## config.mk

```make
export PLATFORM = sky130hd
export DESIGN_NAME = bracket_balance_checker_core_flat
export DESIGN_NICKNAME = d
export VERILOG_FILES = /design/src/bbc_pkg.sv /design/src/bbc_if.sv /design/src/bracket_balance_checker_core.sv /design/src/flat_wrapper.sv
export SDC_FILE = /design/constraint.sdc
export NUM_CORES = 1
export LEC_CHECK = 0
export ABC_CLOCK_PERIOD_IN_PS = 9700
export BUFFER_PORTS_ARGS = -buffer_cell sky130_fd_sc_hd__buf_2
export CORE_MARGIN = 5
export CORE_UTILIZATION = 40
export DETAILED_ROUTE_END_ITERATION = 10
export PLACE_DENSITY = 0.59
export SYNTH_ARGS = -nofsm -noshare
export SYNTH_HDL_FRONTEND = slang
export SYNTH_SLANG_ARGS = --single-unit
export TNS_END_PERCENT = 30
```

## constraint.sdc

```tcl
create_clock -name clk_i -period 9.7 [get_ports clk_i]
set_input_delay 0.485 -clock clk_i [delete_from_list [all_inputs] [get_ports clk_i]]
set_output_delay 0.485 -clock clk_i [all_outputs]
set_load 0.02 [all_outputs]
```

## src/bbc_pkg.sv

```systemverilog
`timescale 1ns / 1ps

package bbc_pkg;

  localparam int unsigned StackDepthDefault = 128;

  localparam int unsigned ChW       = 8;
  localparam int unsigned VerdictW  = 3;
  localparam int unsigned OpenLeftW = 8;
  localparam int unsigned KindW     = 2;

  localparam logic [ChW-1:0] ChOpenRound  = 8'h28;
  localparam logic [ChW-1:0] ChOpenCurly  = 8'h7B;
  localparam logic [ChW-1:0] ChOpenSquare = 8'h5B;
  localparam logic [ChW-1:0] ChCloseRound  = 8'h29;
  localparam logic [ChW-1:0] ChCloseCurly  = 8'h7D;
  localparam logic [ChW-1:0] ChCloseSquare = 8'h5D;

  localparam logic [KindW-1:0] KindRound  = 2'd0;
  localparam logic [KindW-1:0] KindCurly  = 2'd1;
  localparam logic [KindW-1:0] KindSquare = 2'd2;
  localparam logic [KindW-1:0] KindNone   = 2'd3;

  typedef enum logic [VerdictW-1:0] {
    VERDICT_OK              = 3'd0,
    VERDICT_UNMATCHED_CLOSE = 3'd1,
    VERDICT_MISMATCH        = 3'd2,
    VERDICT_UNCLOSED        = 3'd3,
    VERDICT_OVERFLOW        = 3'd4
  } verdict_e;

  function automatic logic [KindW-1:0] open_kind(input logic [ChW-1:0] ch);
    logic [KindW-1:0] k;
    case (ch)
      ChOpenRound:  k = KindRound;
      ChOpenCurly:  k = KindCurly;
      ChOpenSquare: k = KindSquare;
      default:      k = KindNone;
    endcase
    return k;
  endfunction

  function automatic logic [KindW-1:0] close_kind(input logic [ChW-1:0] ch);
    logic [KindW-1:0] k;
    case (ch)
      ChCloseRound:  k = KindRound;
      ChCloseCurly:  k = KindCurly;
      ChCloseSquare: k = KindSquare;
      default:       k = KindNone;
    endcase
    return k;
  endfunction

endpackage

```

## src/bbc_if.sv

```systemverilog
`timescale 1ns / 1ps

interface bbc_in_if;
  logic                     valid;
  logic                     ready;
  logic [bbc_pkg::ChW-1:0]  ch;
  logic                     is_last;

  modport source (output valid, output ch, output is_last, input ready);
  modport sink (input valid, input ch, input is_last, output ready);
endinterface

interface bbc_out_if;
  logic                          valid;
  logic                          ready;
  logic                          balanced;
  logic [bbc_pkg::VerdictW-1:0]  verdict;
  logic [bbc_pkg::OpenLeftW-1:0] open_left;

  modport source (output valid, output balanced, output verdict, output open_left, input ready);
  modport sink (input valid, input balanced, input verdict, input open_left, output ready);
endinterface

```

## src/bracket_balance_checker_core.sv

```systemverilog
`timescale 1ns / 1ps

// Bracket balance checker. Characters of an expression arrive on in_i, one per
// transfer, and the final character carries is_last. Opening brackets are kept
// on a stack in a synchronous memory of STACK_DEPTH entries, with the top entry
// cached in a register so that a push or a pop completes every cycle.
// Throughput is one character per cycle while in_i.ready is high. A pop
// re-reads the new top from the memory port, and the read data is used
// directly in the following cycle. For each expression one verdict transfer
// leaves on out_o once the final character is taken. It carries balanced, the
// verdict code and the number of openings still pending, saturated at 255.
// The output register is backed by a skid register, so input transfers go on
// while a verdict waits; in_i.ready drops only when both hold a verdict.
// Reset clears the stack depth, the error state and the valid flags of both
// output registers; the stack memory itself is not cleared and needs no
// clearing pass. Each final character clears the depth and error state again.
module bracket_balance_checker_core #(
  parameter int unsigned STACK_DEPTH = bbc_pkg::StackDepthDefault
) (
  input  logic          clk_i,
  input  logic          rst_ni,
  bbc_in_if.sink        in_i,
  bbc_out_if.source     out_o
);

  localparam int unsigned DepthW = $clog2(STACK_DEPTH + 1);
  localparam int unsigned AddrW  = $clog2(STACK_DEPTH);
  localparam int unsigned SatW   = (DepthW > bbc_pkg::OpenLeftW) ? DepthW : bbc_pkg::OpenLeftW;

  typedef struct packed {
    logic                          balanced;
    logic [bbc_pkg::VerdictW-1:0]  verdict;
    logic [bbc_pkg::OpenLeftW-1:0] open_left;
  } result_t;

  logic [bbc_pkg::KindW-1:0] mem_q [STACK_DEPTH];
  logic [bbc_pkg::KindW-1:0] rd_data_q;

  logic [DepthW-1:0]         depth_q, depth_d;
  bbc_pkg::verdict_e         err_q, err_d;
  logic [bbc_pkg::KindW-1:0] top_q, top_d;
  logic                      sel_mem_q;

  logic                      out_valid_q, skid_valid_q;
  result_t                   out_data_q, skid_data_q;

  logic                      acc, last_acc, no_err, full, empty;
  logic                      is_open, is_close, push, pop, rd_en;
  logic [bbc_pkg::KindW-1:0] open_k, close_k, top_eff;
  logic [AddrW-1:0]          wr_addr, rd_addr;
  logic [SatW-1:0]           depth_ext;
  bbc_pkg::verdict_e         verdict;
  result_t                   res;

  assign in_i.ready = !skid_valid_q;
  assign acc        = in_i.valid && in_i.ready;
  assign last_acc   = acc && in_i.is_last;

  assign open_k   = bbc_pkg::open_kind(in_i.ch);
  assign close_k  = bbc_pkg::close_kind(in_i.ch);
  assign is_open  = open_k != bbc_pkg::KindNone;
  assign is_close = close_k != bbc_pkg::KindNone;
  assign no_err   = err_q == bbc_pkg::VERDICT_OK;
  assign full     = depth_q == DepthW'(STACK_DEPTH);
  assign empty    = depth_q == '0;
  assign top_eff  = sel_mem_q ? rd_data_q : top_q;

  assign push = acc && no_err && is_open && !full;
  assign pop  = acc && no_err && is_close && !empty && (top_eff == close_k);

  assign wr_addr = depth_q[AddrW-1:0];
  assign rd_addr = AddrW'(depth_q - DepthW'(2));
  assign rd_en   = pop && (depth_q >= DepthW'(2));

  always_comb begin
    err_d = err_q;
    if (acc && no_err) begin
      if (is_open && full) begin
        err_d = bbc_pkg::VERDICT_OVERFLOW;
      end else if (is_close && empty) begin
        err_d = bbc_pkg::VERDICT_UNMATCHED_CLOSE;
      end else if (is_close && (top_eff != close_k)) begin
        err_d = bbc_pkg::VERDICT_MISMATCH;
      end
    end
  end

  always_comb begin
    depth_d = depth_q;
    if (push) begin
      depth_d = depth_q + DepthW'(1);
    end else if (pop) begin
      depth_d = depth_q - DepthW'(1);
    end
  end

  assign top_d = push ? open_k : top_eff;

  always_comb begin
    if (err_d != bbc_pkg::VERDICT_OK) begin
      verdict = err_d;
    end else if (depth_d != '0) begin
      verdict = bbc_pkg::VERDICT_UNCLOSED;
    end else begin
      verdict = bbc_pkg::VERDICT_OK;
    end
  end

  assign depth_ext     = SatW'(depth_d);
  assign res.balanced  = verdict == bbc_pkg::VERDICT_OK;
  assign res.verdict   = verdict;
  assign res.open_left = (depth_ext > SatW'(255)) ? 8'hFF : depth_ext[bbc_pkg::OpenLeftW-1:0];

  always_ff @(posedge clk_i) begin
    if (push) begin
      mem_q[wr_addr] <= open_k;
    end
    if (rd_en) begin
      rd_data_q <= mem_q[rd_addr];
    end
  end

  always_ff @(posedge clk_i) begin
    top_q <= top_d;
  end

  always_ff @(posedge clk_i or negedge rst_ni) begin
    if (!rst_ni) begin
      depth_q   <= '0;
      err_q     <= bbc_pkg::VERDICT_OK;
      sel_mem_q <= 1'b0;
    end else if (last_acc) begin
      depth_q   <= '0;
      err_q     <= bbc_pkg::VERDICT_OK;
      sel_mem_q <= 1'b0;
    end else begin
      depth_q   <= depth_d;
      err_q     <= err_d;
      sel_mem_q <= pop;
    end
  end

  always_ff @(posedge clk_i or negedge rst_ni) begin
    if (!rst_ni) begin
      out_valid_q  <= 1'b0;
      skid_valid_q <= 1'b0;
    end else if (!out_valid_q || out_o.ready) begin
      if (skid_valid_q) begin
        out_valid_q  <= 1'b1;
        skid_valid_q <= 1'b0;
      end else begin
        out_valid_q <= last_acc;
      end
    end else if (last_acc) begin
      skid_valid_q <= 1'b1;
    end
  end

  always_ff @(posedge clk_i) begin
    if (!out_valid_q || out_o.ready) begin
      out_data_q <= skid_valid_q ? skid_data_q : res;
    end else if (last_acc) begin
      skid_data_q <= res;
    end
  end

  assign out_o.valid     = out_valid_q;
  assign out_o.balanced  = out_data_q.balanced;
  assign out_o.verdict   = out_data_q.verdict;
  assign out_o.open_left = out_data_q.open_left;

endmodule

```

## src/flat_wrapper.sv

```systemverilog
// flat-port wrapper written by rule: the top's interface ports become plain ports
module bracket_balance_checker_core_flat 
#(
  parameter int unsigned STACK_DEPTH = bbc_pkg::StackDepthDefault
)
  (clk_i, rst_ni, in_i_valid, in_i_ch, in_i_is_last, in_i_ready, out_o_valid, out_o_balanced, out_o_verdict, out_o_open_left, out_o_ready);
  bbc_in_if in_i_i ();
  bbc_out_if out_o_i ();
  input  logic clk_i;
  input  logic rst_ni;
  input wire logic [$bits(in_i_i.valid)-1:0] in_i_valid;
  input wire logic [$bits(in_i_i.ch)-1:0] in_i_ch;
  input wire logic [$bits(in_i_i.is_last)-1:0] in_i_is_last;
  output wire logic [$bits(in_i_i.ready)-1:0] in_i_ready;
  output wire logic [$bits(out_o_i.valid)-1:0] out_o_valid;
  output wire logic [$bits(out_o_i.balanced)-1:0] out_o_balanced;
  output wire logic [$bits(out_o_i.verdict)-1:0] out_o_verdict;
  output wire logic [$bits(out_o_i.open_left)-1:0] out_o_open_left;
  input wire logic [$bits(out_o_i.ready)-1:0] out_o_ready;
  assign in_i_i.valid = in_i_valid;
  assign in_i_i.ch = in_i_ch;
  assign in_i_i.is_last = in_i_is_last;
  assign in_i_ready = in_i_i.ready;
  assign out_o_valid = out_o_i.valid;
  assign out_o_balanced = out_o_i.balanced;
  assign out_o_verdict = out_o_i.verdict;
  assign out_o_open_left = out_o_i.open_left;
  assign out_o_i.ready = out_o_ready;
  bracket_balance_checker_core #(.STACK_DEPTH(STACK_DEPTH)) u_core (.clk_i(clk_i), .rst_ni(rst_ni), .in_i(in_i_i), .out_o(out_o_i));
endmodule
```

==> impl_metrics.json <==
{
  "cts_made_buffers": 31,
  "critical_path.cell_chain": "buf_4 -> nand2_1 -> nor3_1 -> a32o_1 -> o21ai_0 -> nor4_4 -> o21ai_0",
  "worst_slew_pin_slew_ns": 1.05,
  "die_height_um": 190,
  "post-synth-top-area-fraction": 0.657,
  "yosys_warnings": 0,
  "synth_largest_area_cell": "sky130_fd_sc_hd__edfxtp_1",
  "globalRouteTotalUtil": 0.150,
  "critical_path_class": "register to register",
  "worstSetupStartpoint": "u_core.depth_q[0]",
  "rr_startpoint": "u_core.depth_q[0]",
  "htree_num_levels": 1,
  "layout.cells.most_common_list": "sky130_fd_sc_hd__edfxtp_1, sky130_fd_sc_hd__nor2_1, sky130_fd_sc_hd__mux4_2",
  "most_frequent_cell_on_the_critical_path": "sky130_fd_sc_hd__o21ai_0",
  "postLayoutSetupSlackWorst_ns": 5.64,
  "dp.final_hpwl_mm": 16.1,
  "cts_tree": "yes",
  "clk_root_buffer_cell": "sky130_fd_sc_hd__clkbuf_16",
  "mappedNetlistNets": 814,
  "report.final.setup_viol": 0,
  "grt_start_max_net_pins": 100,
  "number_of_design_rule_violations_left_by_the_first_detailed_router_iteration": 612,
  "layout.nets": 840,
  "placeableCoreArea_um2": 31700,
  "run_status": "finished clean",
  "post_route_cells_drive_above_1_share": 0.228,
  "yosysSeqAreaShare": 0.687,
  "p_switching_uw": 518,
  "worst_hold_path_type": "input port to asynchronous set/reset pin",
  "peakVddDrop_v": 0.000122,
  "grt_antenna_before_repair": 0,
  "grt_overflow_total": 0,
  "pwr-share-comb": 0.031,
  "post_synthesis_area_per_instance_um2": 16.3,
  "data_required_time_of_the_critical_path_ns": 9.98,
  "start_util": 0.407,
  "critical_path.reg2reg.endpoint": "u_core.skid_data_q[8]",
  "totalNegativeSetupSlack_ns": 0,
  "max-slew-margin-rel": 0.300,
  "critical_path.n_buffers_inverters": 1,
  "gp_routability_congestion": 0.811,
  "seq_area_um2": 8860,
  "multi_input_comb_area_um2": 3820,
  "antenna_violating_nets_post_route": 0,
  "setup.worst_path.start_class": "register",
  "setup_repair_after_global_routing_missed_its_margin": "false",
  "die_w_um": 190,
  "clk_path_buf_depth": 3,
  "finalHoldViolCount": 0,
  "final.period_utilization": 0.419,
  "post_cts_resize_count": 0,
  "clock-skew-final_ns": 0.0215,
  "powerDensity_nw_per_um2": 178,
  "number_of_enable_flip_flop_cells_after_synthesis": 282,
  "clock_power_share": 0.419,
  "syn_to_final_growth_pct": 11.4,
  "maxSlewViolCount": 0,
  "worst-path-max-fanout": 40,
  "pre_cts_ws_ns": 5.59,
  "placementRows": 65,
  "synthesis_stage_register_bit_count": 298,
  "post-route-drc-count": 0,
  "fillCellCount": 2788,
  "setup.reg_to_reg.worst_slack_ns": 5.64,
  "drt-pass1-iter-count": 5,
  "grt_pass1_wl_mm": 42.0,
  "netlist_instances": 792,
  "worst_ep_arrival_time_ns": 4.34,
  "crit_path_top_delay_cell": "sky130_fd_sc_hd__dfrtp_4",
  "mappedNetlistArea_um2": 12900,
  "critical_path.top_delay_family": "simple AND/OR/NAND/NOR gates",
  "asyncSetResetFlopFracSynth": 0.0470,
  "worst-path-stages": 7,
  "num_io_pins": 27,
  "insertion_delay_ns": 0.57,
  "dr_total_vias": 6835,
  "layout.cells.most_common": "sky130_fd_sc_hd__edfxtp_1",
  "power.sequential.fraction": 0.550,
  "drt_wl_total_mm": 27.0,
  "crit_path_end": "u_core.skid_data_q[8]",
  "die_area_um2": 35900,
  "ff_to_ff_path_depth": 7,
  "number_of_i_o_port_buffers": 26,
  "dominantRegCellSynth": "sky130_fd_sc_hd__edfxtp_1",
  "detail_route.vias_per_cell": 5.51,
  "leakage_uw": 0.00495,
  "grt_pass1_vias": 7137,
  "clkSinkCount": 298,
  "cell_internal_pwr_uw": 2040,
  "slowest_delay_ns": 0.88,
  "finalWorstPathRequiredPeriod_ns": 4.06,
  "synth_top_cells_by_area": "sky130_fd_sc_hd__edfxtp_1, sky130_fd_sc_hd__mux4_2, sky130_fd_sc_hd__nor2_1",
  "synthDistinctLibCells": 68,
  "critical_path.endpoint_type": "register",
  "antenna_cells_inserted": 0,
  "netSwitchingFraction": 0.202,
  "fmaxAchievable_mhz": 246,
  "detail_route.wl_per_cell_um": 21.8,
  "max_cap_violations": 0,
  "clk_pin_slew_worst_paths_ns": 0.06
}
## cell type report
class	instances	share of cell area
repair buffers	35	0.0139
multi-input cells	435	0.266
clock buffers	43	0.0592
clock inverters	10	0.00436
well taps	402	0.0350
flip-flops and latches	298	0.617
inverters	17	0.00444
## worst min-delay path by stage
stage,start,endpoint,slack (ns),cells after the start
6_report,rst_ni,u_core.depth_q[7],0.38,2
5_1_grt,rst_ni,u_core.depth_q[0],0.41,2
4_1_cts,rst_ni,u_core.depth_q[0],0.37,2
3_5_place_dp,rst_ni,u_core.err_q[1],0.42,1
3_3_place_gp,rst_ni,u_core.err_q[1],0.42,1
2_1_floorplan,rst_ni,u_core.depth_q[0],0.19,0
## state kept, by name, summed over array words and instances (netlist names)
name and count:
u_core.mem_q 256, u_core.skid_data_q 12, u_core.depth_q 8, u_core.out_o.open_left 8, u_core.err_q 3, u_core.out_o.verdict 3
u_core.rd_data_q 2, u_core.top_q 2, u_core.out_o.balanced 1, u_core.out_o.valid 1, u_core.sel_mem_q 1, u_core.skid_valid_q 1
## power by group through the flow
| stage | combinational, uW | clock (uW) | sequential (uW) |
|---|---|---|---|
| 6_report | 79.6 | 1070 | 1410 |
| 5_1_grt | 86.3 | 1150 | 1410 |
| 3_3_place_gp | 79.6 | 0 | 1430 |
| 3_5_place_dp | 80.3 | 0 | 1430 |
| 2_1_floorplan | 48.8 | 0 | 1440 |
| 4_1_cts | 80.7 | 1090 | 1410 |
## metal layers
metal,vias up,wire [um],GRT usage
li1,3126,-,-
met5,-,0,0
met4,0,466,0.0339
met2,153,13900,0.259
met1,3519,11500,0.203
met3,37,1170,0.0239
## worst register-to-register path: stages (launching register included)
cell and delay, ns:
sky130_fd_sc_hd__dfrtp_4 0.88, sky130_fd_sc_hd__buf_4 0.73, sky130_fd_sc_hd__nand2_1 0.83, sky130_fd_sc_hd__nor3_1 0.55
sky130_fd_sc_hd__a32o_1 0.20, sky130_fd_sc_hd__o21ai_0 0.13, sky130_fd_sc_hd__nor4_4 0.32, sky130_fd_sc_hd__o21ai_0 0.16
## repair_timing
action | in CTS | in global routing
buffers inserted | 0 | 0
hold endpoints to repair | 14 | 0
hold buffers | 1 | 0
## cell usage after synthesis (4+ instances only)
master                     count
sky130_fd_sc_hd__edfxtp_1    282
sky130_fd_sc_hd__nor2_1      168
sky130_fd_sc_hd__mux4_2       80
sky130_fd_sc_hd__nand2_1      33
sky130_fd_sc_hd__clkbuf_1     27
sky130_fd_sc_hd__o21ai_0      17
sky130_fd_sc_hd__inv_1        16
sky130_fd_sc_hd__dfrtp_1      14
sky130_fd_sc_hd__nor3_1       11
sky130_fd_sc_hd__nand3_1      10
sky130_fd_sc_hd__a21oi_1       9
sky130_fd_sc_hd__buf_2         9
sky130_fd_sc_hd__ha_1          9
sky130_fd_sc_hd__mux2_2        8
sky130_fd_sc_hd__a211oi_1      7
sky130_fd_sc_hd__and3_1        7
sky130_fd_sc_hd__xor2_1        6
sky130_fd_sc_hd__mux2i_1       5
sky130_fd_sc_hd__nor2b_1       5
sky130_fd_sc_hd__buf_1         4
sky130_fd_sc_hd__xnor2_1       4
## per-stage QoR
stage	power [uW]	instance area (um^2)	hold WS [ns]	util	std cells
detailed placement	1510	13400	0.422	0.424	1186
global route	2650	14400	0.414	0.453	1240
global placement	1510	13400	0.421	0.424	1186
finish	2560	14400	0.379	0.453	1240
floorplan	1490	12900	0.189	-	792
CTS	2580	14400	0.373	0.453	1240
## logic make-up (layout without fill, tap and decap cells)
family                   count (synthesis)  after routing  share of synthesized area
flip-flops                             298            298                      0.687
adder cells (fa/ha/maj)                  9              9                    0.00873
buffers and inverters                   59            105                     0.0191
AO/OA/AOI/OAI                           56             56                     0.0294
multiplexers                            93             93                      0.151
XOR/XNOR                                11             11                    0.00805
AND/OR/NAND/NOR                        266            266                     0.0972
(Power assumes the default switching activity.)
